[src/design/kts_pkg.sv]
package kts_pkg;

  localparam int NUM_TABLES     = 3;
  localparam int TABLE_DEPTH    = 256;
  localparam int CAPS_LOCK_CODE = 57;

  localparam int CFG_TABLES  = 3;
  localparam int STORE_DEPTH = NUM_TABLES * TABLE_DEPTH;
  localparam int ADDR_W      = $clog2(STORE_DEPTH);
  localparam int LIM_W       = 9;
  localparam int CFG_IDX_W   = 3;
  localparam int ADB_LIMIT   = 128;

  localparam logic [7:0] KEY_UNMAPPED = 8'hff;
  localparam logic [6:0] CODE_MASK    = 7'h7f;
  localparam logic [7:0] RELEASE_BIT  = 8'h80;
  localparam logic [6:0] CAPS_CODE    = 7'(CAPS_LOCK_CODE) & CODE_MASK;

  typedef enum logic [1:0] {
    OP_KEY   = 2'd0,
    OP_REMAP = 2'd1,
    OP_LOAD  = 2'd2,
    OP_NONE  = 2'd3
  } op_e;

  typedef enum logic [1:0] {
    ST_OK       = 2'd0,
    ST_WINDOW   = 2'd1,
    ST_ADB      = 2'd2,
    ST_UNMAPPED = 2'd3
  } status_e;

  typedef enum logic [CFG_IDX_W-1:0] {
    REG_T0_MIN = 3'd0,
    REG_T0_MAX = 3'd1,
    REG_T1_MIN = 3'd2,
    REG_T1_MAX = 3'd3,
    REG_T2_MIN = 3'd4,
    REG_T2_MAX = 3'd5,
    REG_LINUX  = 3'd6,
    REG_OSX    = 3'd7
  } reg_e;

  typedef enum logic [1:0] {
    S_IDLE,
    S_LOAD,
    S_EVAL
  } state_e;

  typedef struct packed {
    logic in_ready;
    logic capture;
    logic load_step;
    logic fire;
  } ctrl_cmd_t;

  typedef struct packed {
    logic go_load;
    logic load_last;
    logic out_free;
  } ctrl_sts_t;

  localparam logic [7:0] DEFAULT_ROM [128] = '{
    8'hff, 8'd53, 8'd18, 8'd19, 8'd20, 8'd21, 8'd23, 8'd22, 8'd26, 8'd28,
    8'd25, 8'd29, 8'd27, 8'd24, 8'd51, 8'd48, 8'd12, 8'd13, 8'd14, 8'd15,
    8'd17, 8'd16, 8'd32, 8'd34, 8'd31, 8'd35, 8'd33, 8'd30, 8'd36, 8'd54,
    8'd0, 8'd1, 8'd2, 8'd3, 8'd5, 8'd4, 8'd38, 8'd40, 8'd37, 8'd41,
    8'd39, 8'd50, 8'd56, 8'd42, 8'd6, 8'd7, 8'd8, 8'd9, 8'd11, 8'd45,
    8'd46, 8'd43, 8'd47, 8'd44, 8'd123, 8'd67, 8'd58, 8'd49, 8'd57, 8'd122,
    8'd120, 8'd99, 8'd118, 8'd96, 8'd97, 8'd98, 8'd100, 8'd101, 8'd109, 8'd71,
    8'd107, 8'd89, 8'd91, 8'd92, 8'd78, 8'd86, 8'd87, 8'd88, 8'd69, 8'd83,
    8'd84, 8'd85, 8'd82, 8'd65, 8'hff, 8'd105, 8'd50, 8'd103, 8'd111, 8'hff,
    8'hff, 8'hff, 8'hff, 8'hff, 8'hff, 8'hff, 8'd76, 8'd54, 8'd75, 8'd105,
    8'd58, 8'hff, 8'd115, 8'd62, 8'd116, 8'd59, 8'd60, 8'd119, 8'd61, 8'd121,
    8'd114, 8'd117, 8'hff, 8'hff, 8'hff, 8'd107, 8'hff, 8'd81, 8'hff, 8'd113,
    8'hff, 8'hff, 8'hff, 8'hff, 8'hff, 8'd55, 8'd55, 8'hff
  };

endpackage

[src/design/kts_ctrl.sv]
module kts_ctrl
  import kts_pkg::*;
(
  input  logic      clk_i,
  input  logic      rst_ni,
  input  logic      s_tvalid_i,
  input  ctrl_sts_t sts_i,
  output ctrl_cmd_t cmd_o
);

  state_e state_q, state_d;

  always_ff @(posedge clk_i or negedge rst_ni) begin
    if (!rst_ni) begin
      state_q <= S_IDLE;
    end else begin
      state_q <= state_d;
    end
  end

  always_comb begin
    state_d = state_q;
    unique case (state_q)
      S_IDLE: begin
        if (s_tvalid_i) begin
          state_d = sts_i.go_load ? S_LOAD : S_EVAL;
        end
      end
      S_LOAD: begin
        if (sts_i.load_last) begin
          state_d = S_EVAL;
        end
      end
      S_EVAL: begin
        if (sts_i.out_free) begin
          state_d = S_IDLE;
        end
      end
      default: state_d = S_IDLE;
    endcase
  end

  always_comb begin
    cmd_o = '0;
    unique case (state_q)
      S_IDLE: begin
        cmd_o.in_ready = 1'b1;
        cmd_o.capture  = s_tvalid_i;
      end
      S_LOAD: cmd_o.load_step = 1'b1;
      S_EVAL: cmd_o.fire = sts_i.out_free;
      default: cmd_o = '0;
    endcase
  end

endmodule

[config.mk]
export PLATFORM = sky130hd
export DESIGN_NAME = kts_ctrl
export DESIGN_NICKNAME = d
export VERILOG_FILES = /design/src/design/kts_pkg.sv /design/src/design/kts_ctrl.sv
export SDC_FILE = /design/constraint.sdc
export NUM_CORES = 1
export LEC_CHECK = 0
export BUFFER_PORTS_ARGS = -buffer_cell sky130_fd_sc_hd__buf_2
export CORE_AREA = 2 2 39 41
export CTS_BUF_LIST = sky130_fd_sc_hd__clkbuf_4 sky130_fd_sc_hd__clkbuf_8
export CTS_CLUSTER_SIZE = 28
export DETAILED_ROUTE_END_ITERATION = 10
export DIE_AREA = 0 0 41 43
export GPL_TIMING_DRIVEN = 0
export PLACE_DENSITY = 0.37
export SLEW_MARGIN = 0
export SYNTH_ARGS = -nofsm -noshare
export SYNTH_HDL_FRONTEND = slang
export SYNTH_SLANG_ARGS = --single-unit
[constraint.sdc]
create_clock -name clk_i -period 1.3 [get_ports clk_i]
set_input_delay 0.13 -clock clk_i [delete_from_list [all_inputs] [get_ports clk_i]]
set_output_delay 0.13 -clock clk_i [all_outputs]
set_load 0.1 [all_outputs]
==> summary.md, run 1 <==
| Metric | Value |
|---|---|
| Most Crowded Layer GR | met1 |
| Area Overhead vs Synth | 116.0% |
| Detailed-route wire length per cell | 8.628 um |
| Syn_nets | 20 |
| Number of warnings issued by yosys | 0 |
| CTS Root Cell | clkbuf_4 |
| # diodes | 0 |
| Worst Clk Skew | 0.004610 ns |
| First-pass GRT wire length | 552 um |
| DR vias | 154 |
| Final period utilization | 95.19% |
| Largest registers | state_q: 2 flops |
| Ports | 10 |
| DR vias/cell | 3.581 |
| Met1 usage | 6.452% |
| PD cells | 2615 nW/um2 |
| Clock Power Share | 19.4% |
| Max Slew Vio Count | 0 |
| Crit path from | state_q[1]$_DFFE_PN0P_ |
| Nets | 35 |
| GRT Residual Overflow | 0 |
| RSZ-0062 raised after global routing | false |
| DR iter-0 viols | 2 |
| Hold Path Origin | sts_i[1] |
| Fillers | 153 |
| Die width | 41 um |
| FF+latch count, synth | 2 |
| Maximum number of pins on one net before global-route repair | 9 |
| Netlist cell types | 11 |
| Initial core utilization | 9.042% |
| Seq/Total Area, Yosys | 40.00% |
| Initial antenna violation count | 0 |
| CP required | 1.17 ns |
| TritonCTS clock tree | done |
| Mapped Cells | 14 |
| Relative slew slack | 81.62% |
| Sw Ratio | 54.77% |
| Clk buf depth | 2 |
| Clock transition at the registers of the reported paths | 0.03 ns |
| Drc violations | 0 |
| Min-Delay Path Class | input pin to register |
| Clk_lat worst skew | 0.22 ns |
| Maximum VDD drop | 0.0005245 V |
| Fin crit period | 1.238 ns |
| Cell Area, Synth | 125.1 um2 |
| Port buffer count | 9 |
| Power Total | 706.7 uW |
| Int Pwr | 319.6 uW |
| Sw Pwr | 387.1 uW |
| Worst-Margin Slew | 0.2780 ns |
| Status | complete, no violations |
| Crit-path max FO | 7 |
| Number of CTS-inserted buffers | 3 |
| Max Clock Freq | 808.1 MHz |
| Setup-failing EPs final | 0 |
| Avg Inst Size Synth | 8.937 um2 |
| Worst Setup Path Type | register to output port |
| Clock sink count | 2 |
| Reg2Reg Setup Slack | 0.14 ns |
| Startpoint types | register |
| MaxCap Viol Count | 0 |
| Antenna-violating nets left | 0 |
| Routed WL | 371 um |
| First drt pass iteration count | 2 |
| HPWL after DPL | 275.9 um |
| Met2 usage | 5.000% |
| Critical Path AT | 1.11 ns |
| Vias in the first global route | 134 |
| Reg with most FFs | state_q |
| Core Rows | 14 |
| Share of cells above drive strength 1 | 70.37% |
| H-tree depth | 1 |
| R2R Path Start | state_q[0]$_DFFE_PN0P_ |
| Final hold violations | 0 |
| GRT Util Overall | 5.427% |
| Core Footprint | 1384 um2 |
| Placed cells | 39 |
| Final core utilization | 19.53% |
| Max reg flops | 2 |
| Crit end category | output port |
| Register share of total power | 17.8% |
| Final setup TNS | 0 ns |
| Die Ht | 43 um |
| Final hold slack | 0.1905 ns |
| Total die area | 1763 um2 |
| Pleak | 0.1185 nW |
| Combinational share of power | 62.9% |
| Final Instance Count excl. Fillers | 43 |
| Final GP Congestion | 0.5177 |
| Met3 GRT Util | 4.712% |
[kinds of logic (layout without fill, tap and decap cells)]
family	count (synthesis)	in the layout	synth area share, %
and+or+nand+nor	11	11	56.00
DFF	2	2	40.00
AOI/OAI and AO/OA	1	1	3.996
buffers and inverters	0	13	0
[per-stage QoR]
stage	setup WS, ns	area (um2)
after CTS	0.004871	262.8
after detailed placement	0.04672	205.2
final	0.06250	270.3
after global routing	0.01580	270.3
after global placement	0.05516	205.2
after floorplan	-0.2306	140.1
[final timing paths]
check                                          to  cells after the start
setup / recovery                         cmd_o[2]                      3
hold / removal             state_q[1]$_DFFE_PN0P_                      3
setup reg to reg           state_q[1]$_DFFE_PN0P_                      2
hold reg to reg            state_q[0]$_DFFE_PN0P_                      1
max in group asynchronous  state_q[0]$_DFFE_PN0P_                      2
min in group asynchronous  state_q[1]$_DFFE_PN0P_                      2
[placed cells by master (no fill, tap or decap)]
cell type,instances
dlygate4sd3_1,1
a21oi_1,1
buf_12,1
nor2_2,1
or3b_2,1
nand3_1,1
or4b_1,1
or2b_1,1
buf_2,5
buf_4,1
clkbuf_4,3
nor2_4,1
and2_4,1
buf_6,2
nor2b_2,1
dfrtp_2,2
nand2_1,1
nand3b_1,2
[per-layer routing]
metal	vias to the layer above	wire length, um
li1	77	-
met1	67	179
met2	10	136
met3	0	55
met4	0	0
met5	-	0
[Yosys cell counts (all sizes together)]
cell	n	area share [%]
and2	1	5.0
nor2	2	6.0
or3b	1	7.0
nand3	1	4.0
a21oi	1	4.0
nand3b	2	12
dfrtp	2	40
or2b	1	6.0
nand2	1	3.0
nor2b	1	5.0
or4b	1	8.0
[final cells by class]
class / count / area [um2] / share of cell area (%)
Clock buffer: 3 / 22.52 / 8.333
Multi-Input combinational cell: 12 / 90.09 / 33.33
Sequential cell: 2 / 52.55 / 19.44
Tap cell: 16 / 20.02 / 7.407
Timing Repair Buffer: 10 / 85.08 / 31.48
[worst max-delay path: stages, from the launching register on]
cell and delay, ns:
dfrtp_2 0.44, nor2_4 0.12, and2_4 0.15, buf_12 0.16
[power groups by stage]
| stage | Sequential, mW | Combinational, mW | Clock, mW |
|---|---|---|---|
| 6_report | 0.125 | 0.444 | 0.137 |
| 5_1_grt | 0.131 | 0.461 | 0.151 |
| 4_1_cts | 0.122 | 0.434 | 0.148 |
| 3_5_place_dp | 0.122 | 0.384 | 0 |
| 3_3_place_gp | 0.121 | 0.382 | 0 |
| 2_1_floorplan | 0.115 | 0.337 | 0 |
[repair_timing]
action,CTS,global route
hold endpoints to repair,2,0
setup buffers,0,0
hold buffers,1,0
resized for setup,8,3
endpoints found under the setup margin,4,3
Power figures use the tool's default switching activity.
==> inputs of run 2 (changes only) <==
--- a/config.mk
+++ b/config.mk
@@ -6,13 +6,13 @@
 export NUM_CORES = 1
 export LEC_CHECK = 0
 export BUFFER_PORTS_ARGS = -buffer_cell sky130_fd_sc_hd__buf_2
+export CAP_MARGIN = 20
 export CORE_AREA = 2 2 39 41
-export CTS_BUF_LIST = sky130_fd_sc_hd__clkbuf_4 sky130_fd_sc_hd__clkbuf_8
 export CTS_CLUSTER_SIZE = 28
 export DETAILED_ROUTE_END_ITERATION = 10
 export DIE_AREA = 0 0 41 43
 export GPL_TIMING_DRIVEN = 0
-export PLACE_DENSITY = 0.37
+export PLACE_DENSITY = 0.39
 export SLEW_MARGIN = 0
 export SYNTH_ARGS = -nofsm -noshare
 export SYNTH_HDL_FRONTEND = slang
==> summary.md, run 2 (synthesis gave the netlist of run 1 again) <==
| Metric | Value |
|---|---|
| Reg2Reg Setup Slack | 0.15 ns (about the same) |
| Nets | 35 (unchanged) |
| Maximum number of pins on one net before global-route repair | 9 (unchanged) |
| Vias in the first global route | 190 (+42%) |
| Power Total | 709.4 uW (+0.37%) |
| Fillers | 154 (+0.65%) |
| Worst r2r dst | state_q[1]$_DFFE_PN0P_ |
| Routed WL | 434 um (+17%) |
| Max reg flops | 2 (unchanged) |
| Final period utilization | 96.07% (+0.88 points) |
| DR vias | 165 (+7.1%) |
| Worst Hold Depth | 3 (unchanged) |
| Crit end category | output port |
| Critical Path AT | 1.12 ns (about the same) |
| Startpoint types | register |
| Clock sink count | 2 (unchanged) |
| Worst Clk Skew | 0.0009227 ns (-0.003687 ns) |
| Initial core utilization | 9.042% (unchanged) |
| Die width | 41 um (unchanged) |
| Clk_lat worst skew | 0.23 ns (about the same) |
| Commonest non-fill, non-tap cell in the layout | buf_2 |
| Ports | 10 (unchanged) |
| Number of CTS-inserted buffers | 3 (unchanged) |
| Most frequent cells in the layout | buf_2, clkbuf_4, nand3b_1, buf_6, dfrtp_2 |
| R2r worst-path depth | 2 (unchanged) |
| Setup-failing EPs final | 0 (unchanged) |
| GRT Util Overall | 7.129% (+1.7 points) |
| MaxCap Viol Count | 0 (unchanged) |
| Cell chain of the critical path | nor2_4, and2_4, buf_12 |
| CP required | 1.17 ns (about the same) |
| Max Slew Vio Count | 0 (unchanged) |
| Crit path max-delay cell type | dfrtp_2 |
| GRT Residual Overflow | 0 (unchanged) |
| Pleak | 0.1185 nW (unchanged) |
| Worst Setup Path Type | register to output port |
| Final hold slack | 0.1720 ns (-0.01852 ns) |
| Total die area | 1763 um2 (unchanged) |
| Core Footprint | 1384 um2 (unchanged) |
| Core Rows | 14 (unchanged) |
| Die Ht | 43 um (unchanged) |
| Final hold violations | 0 (unchanged) |
| Area Overhead vs Synth | 116.0% (unchanged) |
| Relative slew slack | 81.60% (about the same) |
| Clk buf depth | 2 (unchanged) |
| Port buffer count | 9 (unchanged) |
| R2R Path Start | state_q[0]$_DFFE_PN0P_ |
| Min-Delay Path Class | input pin to register |
| Maximum VDD drop | 0.0003683 V (-30%) |
| Crit-path max FO | 7 (unchanged) |
| WHS Endpoint | state_q[0]$_DFFE_PN0P_ |
| CTS Root Cell | clkbuf_4 |
| Reg with most FFs | state_q |
| First-pass GRT wire length | 765 um (+39%) |
| Antenna-violating nets left | 0 (unchanged) |
| Final WS setup | 0.05105 ns (-0.01144 ns) |
| DR vias/cell | 3.837 (+7.1%) |
| Top delay family on crit path | flip-flops |
| Largest registers | state_q: 2 flops |
| # diodes | 0 (unchanged) |
| Initial antenna violation count | 0 (unchanged) |
| RSZ-0062 raised after global routing | false |
| HPWL after DPL | 298.4 um (+8.2%) |
| Share of cells above drive strength 1 | 70.37% (unchanged) |
| Fin crit period | 1.249 ns (+0.01144 ns) |
| Final GP Congestion | 0.5729 (+11%) |
| CP Buf/Inv Count | 1 (unchanged) |
| TritonCTS clock tree | done |
| DP Worst Slack | 0.04353 ns (-0.003192 ns) |
| First drt pass iteration count | 4 (+2) |
| Max Clock Freq | 800.7 MHz (-0.92%) |
| Final instance area | 270.3 um2 (unchanged) |
| H-tree depth | 1 (unchanged) |
| Status | complete, no violations |
| Post-CTS Setup Bufs | 0 (unchanged) |
| Clock transition at the registers of the reported paths | 0.03 ns (about the same) |
| PD cells | 2625 nW/um2 (+0.37%) |
| Worst path max stage delay | 0.45 ns (about the same) |
| Hold Path Origin | sts_i[1] |
| Detailed-route wire length per cell | 10.09 um (+17%) |
| Worst-Margin Slew | 0.2783 ns (+0.0003157 ns) |
| Cell Area, Placed | 205.2 um2 (unchanged) |
| Drc violations | 0 (unchanged) |
| DR iter-0 viols | 9 (+7) |
-- run 2: where the power goes --
| part | switching, mW | internal, mW | total [mW] |
|---|---|---|---|
| clock network | 0.0371 | 0.102 | 0.139 |
| logic | 0.310 | 0.133 | 0.443 |
| registers | 0.0425 | 0.0846 | 0.127 |
-- run 2: timing repair --
item | 4_1_cts | 5_1_grt
hold buffers | 1 | 0
gates resized for setup | 8 | 3
endpoints found under the setup margin | 4 | 3
hold endpoints to repair | 2 | 0
-- run 2: worst reg2reg max path: stages, from the launching register on --
cell     delay (ns)
dfrtp_2        0.45
or4b_1         0.54
nand3_1        0.09
-- run 2: how the worst max path moves through the flow --
| stage | start | end | slack (ns) | depth (start not counted) |
|---|---|---|---|---|
| floorplan | state_q[1]$_DFFE_PN0P_ | cmd_o[2] | -0.23 | 2 |
| global placement | state_q[1]$_DFFE_PN0P_ | cmd_o[2] | 0.06 | 3 |
| detailed placement | state_q[1]$_DFFE_PN0P_ | cmd_o[2] | 0.04 | 3 |
| CTS | state_q[1]$_DFFE_PN0P_ | cmd_o[2] | 0.004 | 3 |
| global route | state_q[1]$_DFFE_PN0P_ | cmd_o[2] | 0.009 | 3 |
| finish | state_q[1]$_DFFE_PN0P_ | cmd_o[2] | 0.05 | 3 |
-- run 2: final cells by class --
cell class / instances / area [um2] / share of cell area, %
Multi-Input combinational cell: 12 / 90.09 / 33.33
Timing Repair Buffer: 10 / 85.08 / 31.48
Sequential cell: 2 / 52.55 / 19.44
Clock buffer: 3 / 22.52 / 8.333
Tap cell: 16 / 20.02 / 7.407
-- run 2: layer usage --
metal	routed length [um]	up-vias	share of wire, %	global-route usage, %
met1	154	70	35	6.752
met2	193	16	44	9.375
met3	70	4	16	4.188
met5	0	-	0	0
li1	-	75	-	-
met4	15	0	3.5	8.000
-- run 2: stage by stage --
step	util [%]	cells	setup TNS, ns
2_1_floorplan	-	14	-0.5292
3_3_place_gp	14.83	39	0
3_5_place_dp	14.83	39	0
4_1_cts	18.99	43	0
5_1_grt	19.53	43	0
6_report	19.53	43	0
